==> src/hdl/ajb_pkg.sv <==
// Package for the audio jitter buffer: constants, status codes,
// configuration register indexes and controller/datapath structs.
// No dependencies.
package ajb_pkg;

  localparam int RING_DEPTH_DEF = 4096;
  localparam int CHUNK_LEN_DEF  = 64;

  localparam int SMP_W  = 16;
  localparam int IN_W   = 17;
  localparam int CFG_W  = 13;
  localparam int FILL_W = 13;

  localparam logic signed [IN_W-1:0] SAMPLE_MAX = 17'sd32767;
  localparam logic signed [IN_W-1:0] SAMPLE_MIN = -17'sd32767;

  localparam logic [CFG_W-1:0] MAX_FILL_RST    = 13'd4096;
  localparam logic [CFG_W-1:0] PRIME_LEVEL_RST = 13'd1024;

  typedef enum logic [1:0] {
    STS_VALID = 2'd0,
    STS_WAIT  = 2'd1,
    STS_UNDER = 2'd2
  } status_t;

  typedef enum logic {
    CFG_MAX_FILL    = 1'b0,
    CFG_PRIME_LEVEL = 1'b1
  } cfg_idx_t;

  typedef struct packed {
    logic push;
    logic pull;
    logic emit_stat;
    logic stream_en;
  } ajb_cmd_t;

  typedef struct packed {
    status_t kind;
    logic    out_free;
    logic    issue_done;
    logic    pipe_empty;
  } ajb_sts_t;

endpackage

==> src/hdl/ajb_ctrl.sv <==
// Controller of the audio jitter buffer: accepts transactions and sequences
// status results and chunk streaming. Depends on ajb_pkg.
module ajb_ctrl (
  input  logic              clk,
  input  logic              rst_n,
  input  logic              in_valid,
  input  logic              in_action,
  output logic              in_ready,
  input  ajb_pkg::ajb_sts_t sts,
  output ajb_pkg::ajb_cmd_t cmd
);

  typedef enum logic [1:0] {
    ST_IDLE,
    ST_STAT,
    ST_STREAM
  } state_t;

  state_t state_r;
  state_t state_nxt;
  logic   accept;

  assign in_ready = (state_r == ST_IDLE);
  assign accept   = in_valid && in_ready;

  always_comb begin
    state_nxt     = state_r;
    cmd.push      = 1'b0;
    cmd.pull      = 1'b0;
    cmd.emit_stat = 1'b0;
    cmd.stream_en = 1'b0;
    case (state_r)
      ST_IDLE: begin
        if (accept) begin
          if (in_action) begin
            cmd.pull = 1'b1;
            if (sts.kind == ajb_pkg::STS_VALID) begin
              state_nxt = ST_STREAM;
            end else begin
              state_nxt = ST_STAT;
            end
          end else begin
            cmd.push = 1'b1;
          end
        end
      end
      ST_STAT: begin
        if (sts.out_free) begin
          cmd.emit_stat = 1'b1;
          state_nxt     = ST_IDLE;
        end
      end
      ST_STREAM: begin
        cmd.stream_en = 1'b1;
        if (sts.issue_done && sts.pipe_empty) begin
          state_nxt = ST_IDLE;
        end
      end
      default: begin
        state_nxt = ST_IDLE;
      end
    endcase
  end

  always_ff @(posedge clk) begin
    if (!rst_n) begin
      state_r <= ST_IDLE;
    end else begin
      state_r <= state_nxt;
    end
  end

endmodule

==> config.mk <==
export PLATFORM = sky130hd
export DESIGN_NAME = ajb_ctrl
export DESIGN_NICKNAME = d
export VERILOG_FILES = /design/src/hdl/ajb_pkg.sv /design/src/hdl/ajb_ctrl.sv
export SDC_FILE = /design/constraint.sdc
export NUM_CORES = 1
export LEC_CHECK = 0
export BUFFER_PORTS_ARGS = -buffer_cell sky130_fd_sc_hd__buf_2
export CAP_MARGIN = 20
export CELL_PAD_IN_SITES_DETAIL_PLACEMENT = 1
export CELL_PAD_IN_SITES_GLOBAL_PLACEMENT = 1
export CORE_AREA = 5 5 42 44
export DETAILED_ROUTE_END_ITERATION = 10
export DIE_AREA = 0 0 47 49
export HOLD_SLACK_MARGIN = 0.15
export PLACE_DENSITY_LB_ADDON = 0.1
export SYNTH_ARGS = -nofsm -noshare
export SYNTH_HDL_FRONTEND = slang
export SYNTH_SLANG_ARGS = --single-unit
==> constraint.sdc <==
create_clock -name clk -period 0.9 [get_ports clk]
set_input_delay 0.135 -clock clk [delete_from_list [all_inputs] [get_ports clk]]
set_output_delay 0.135 -clock clk [all_outputs]
set_load 0.05 [all_outputs]
==> metrics.yaml <==
status:
  status: "finished with violations"
  violations: "setup timing"
global_routing:
  grt_overflow: 0
  grtUsageMet3_pct: 4.43
  track_usage_pct: 6.47
  grt_pass1_wl_mm: 1.02
  grt_start_max_net_pins: 6
  grt_pass1_vias: 268
  antenna_found_initial: 0
  grt_busiest_layer: "met2"
  use_met2_pct: 10.2
  use_met1_pct: 5.68
finish:
  regMostFlops: "state_r"
  syn_to_final_growth_pct: 171
  n_antenna_cell: 0
  ff_latch_area_um2: 47.5
  layout.nets: 48
  largest_reg_flops: 2
  nFillCells: 167
  multiInputGateArea_um2: 139
  final_cell_mix: "8 x buf_2, 4 x buf_6, 4 x buf_4"
  drive_above_1_share_pct: 76.3
  layout_commonest_cell: "buf_2"
  top_regs: "state_r x2"
  final_area_um2: 390
job:
  cap_violations: 0
clock_tree:
  clock-sinks: 2
  cts_made_buffers: 3
  post-cts-setup-buffers: 0
  clockBufferDepth: 2
  cts_root_buf: "clkbuf_4"
  tritoncts: "built"
  path_clk_slew_ps: 40
  clock_latency_ps: 230
  h-tree-depth: 1
sta:
  fin_ws_ps: -287
  setup_viol: 6
  max_slew.worst_pin.slew_ps: 220
  slew_viol_final: 0
  fin_crit_sh_pct: 132
  fin_hold_ws_ps: 177
  fin_tns_setup_ps: -1110
  slew-limit-headroom_pct: 85.2
  hold_viol: 0
  rsz0062_at_grt: "yes"
  period_needed_ps: 1190
  fmax_mhz: 843
  clock_skew_ps: 12.7
floorplan:
  row_count: 14
  fp.dieW_um: 47
  die-area_um2: 2300
  coreArea_um2: 1400
  die_h_um: 49
  ios: 14
  initial_core_util_pct: 10.3
power:
  p_leak_nw: 0.178
  ir_worst_vdd_mv: 0.434
  pwr_density_cell_nw_per_um2: 1240
detailed_routing:
  wirelength_um: 586
  dr.pass1.iters: 2
  viasPerCell: 4.11
  num_vias: 222
  wl_per_cell_um: 10.9
  antenna_left: 0
  drt_iter0_drc: 2
  drcViolationCount: 0
synth:
  synth-seq-cells: 2
  yosysWarnings: 0
  synth_area_leaders: "dfxtp_1 28%, o41ai_2 11%, and4bb_1 8.7%, nand4bb_1 7.8%, o2111a_1 7.8%"
  synth_top_area_share_pct: 27.8
  ys_seq_area_share_pct: 27.8
  yosys.area.top_type: "dfxtp_1"
  avgSynthCellArea_um2: 8.99
  synth_cell_types: 13
  syn_nets: 25
  synthCells: 16
  syn-cell-area_um2: 144
worst_setup_path:
  cp.arrival_ps: 1050
  slowest_delay_ps: 360
  crit_chain: "nor4b_4 -> buf_6"
  crit_fanout: 5
  cp.required_ps: 760
  endpoint_kind: "output pin"
  cp-start-kind: "flop"
  crit_type: "reg2out"
  cpMaxStageDelayCell: "dfxtp_4"
hold_path:
  hold_path.class: "in2reg"
placed_design:
  portBuffers: 13
  placed_cell_area_um2: 327
  dpl.hpwl_um: 481
  gp_congestion: 0.632
routing by layer:
layer,up-vias,part of all wire (%)
met2,10,56
met4,0,0
met5,-,0
li1,106,-
met3,0,7.7
met1,106,36
power by group:
group | total, W | switching, W | internal (W)
registers | 0.000100 | 0.00000976 | 0.0000905
clock network | 0.000228 | 0.0000626 | 0.000165
logic | 0.000157 | 0.0000801 | 0.0000764
critical path: cells and delay by family (launching register included):
kind | cells | cell delay [ps]
buffers and inverters | 1 | 190
and+or+nand+nor | 1 | 260
DFF | 1 | 360
cell families (layout without fill, tap and decap cells):
kind of cell / count (synthesis) / after routing / synth area share [%]
AO/OA/AOI/OAI: 3 / 3 / 24.4
AND/OR/NAND/NOR: 9 / 9 / 42.6
buffers and inverters: 2 / 24 / 5.22
flip-flops: 2 / 2 / 27.8
synth_stat cells:
cell type and n:
nor2_1 2, nand4bb_1 1, nor2b_1 1, inv_1 2, nand3_1 1, o41ai_2 1, and4bb_1 1, dfxtp_1 2
o211ai_1 1, nand2_1 1, and3_1 1, o2111a_1 1, nor4b_1 1
through the flow:
step / util [%] / power (W) / cells / worst slack, ps
final: 27.9 / 0.000485 / 54 / -287
after global routing: 27.9 / 0.000545 / 54 / -358
after CTS: 27.9 / 0.000502 / 54 / -315
after detailed placement: 23.3 / 0.000242 / 50 / -130
after global placement: 23.3 / 0.000241 / 50 / -108
after floorplan: - / 0.000184 / 16 / -257
cell type report:
cell class              count  area share, %
multi-input cells          12           35.6
repair buffers             18           38.5
clock buffers               4           6.73
well taps                  16           5.13
inverters                   2           1.92
flip-flops and latches      2           12.2
worst paths after layout:
kind	from	end	slack, ps	depth (start not counted)
worst max-delay path	state_r[0]	cmd[3]	-290	2
worst min-delay path	rst_n	state_r[1]	180	2
worst max register to register	state_r[0]	state_r[0]	0	2
worst min register to register	state_r[1]	state_r[0]	600	2
repair_timing:
item | 4_1_cts | 5_1_grt
endpoints found under the setup margin | 6 | 6
resized for setup | 12 | 0
pin swaps | 1 | 0
hold buffers | 0 | 0
Power figures use the tool's default switching activity.
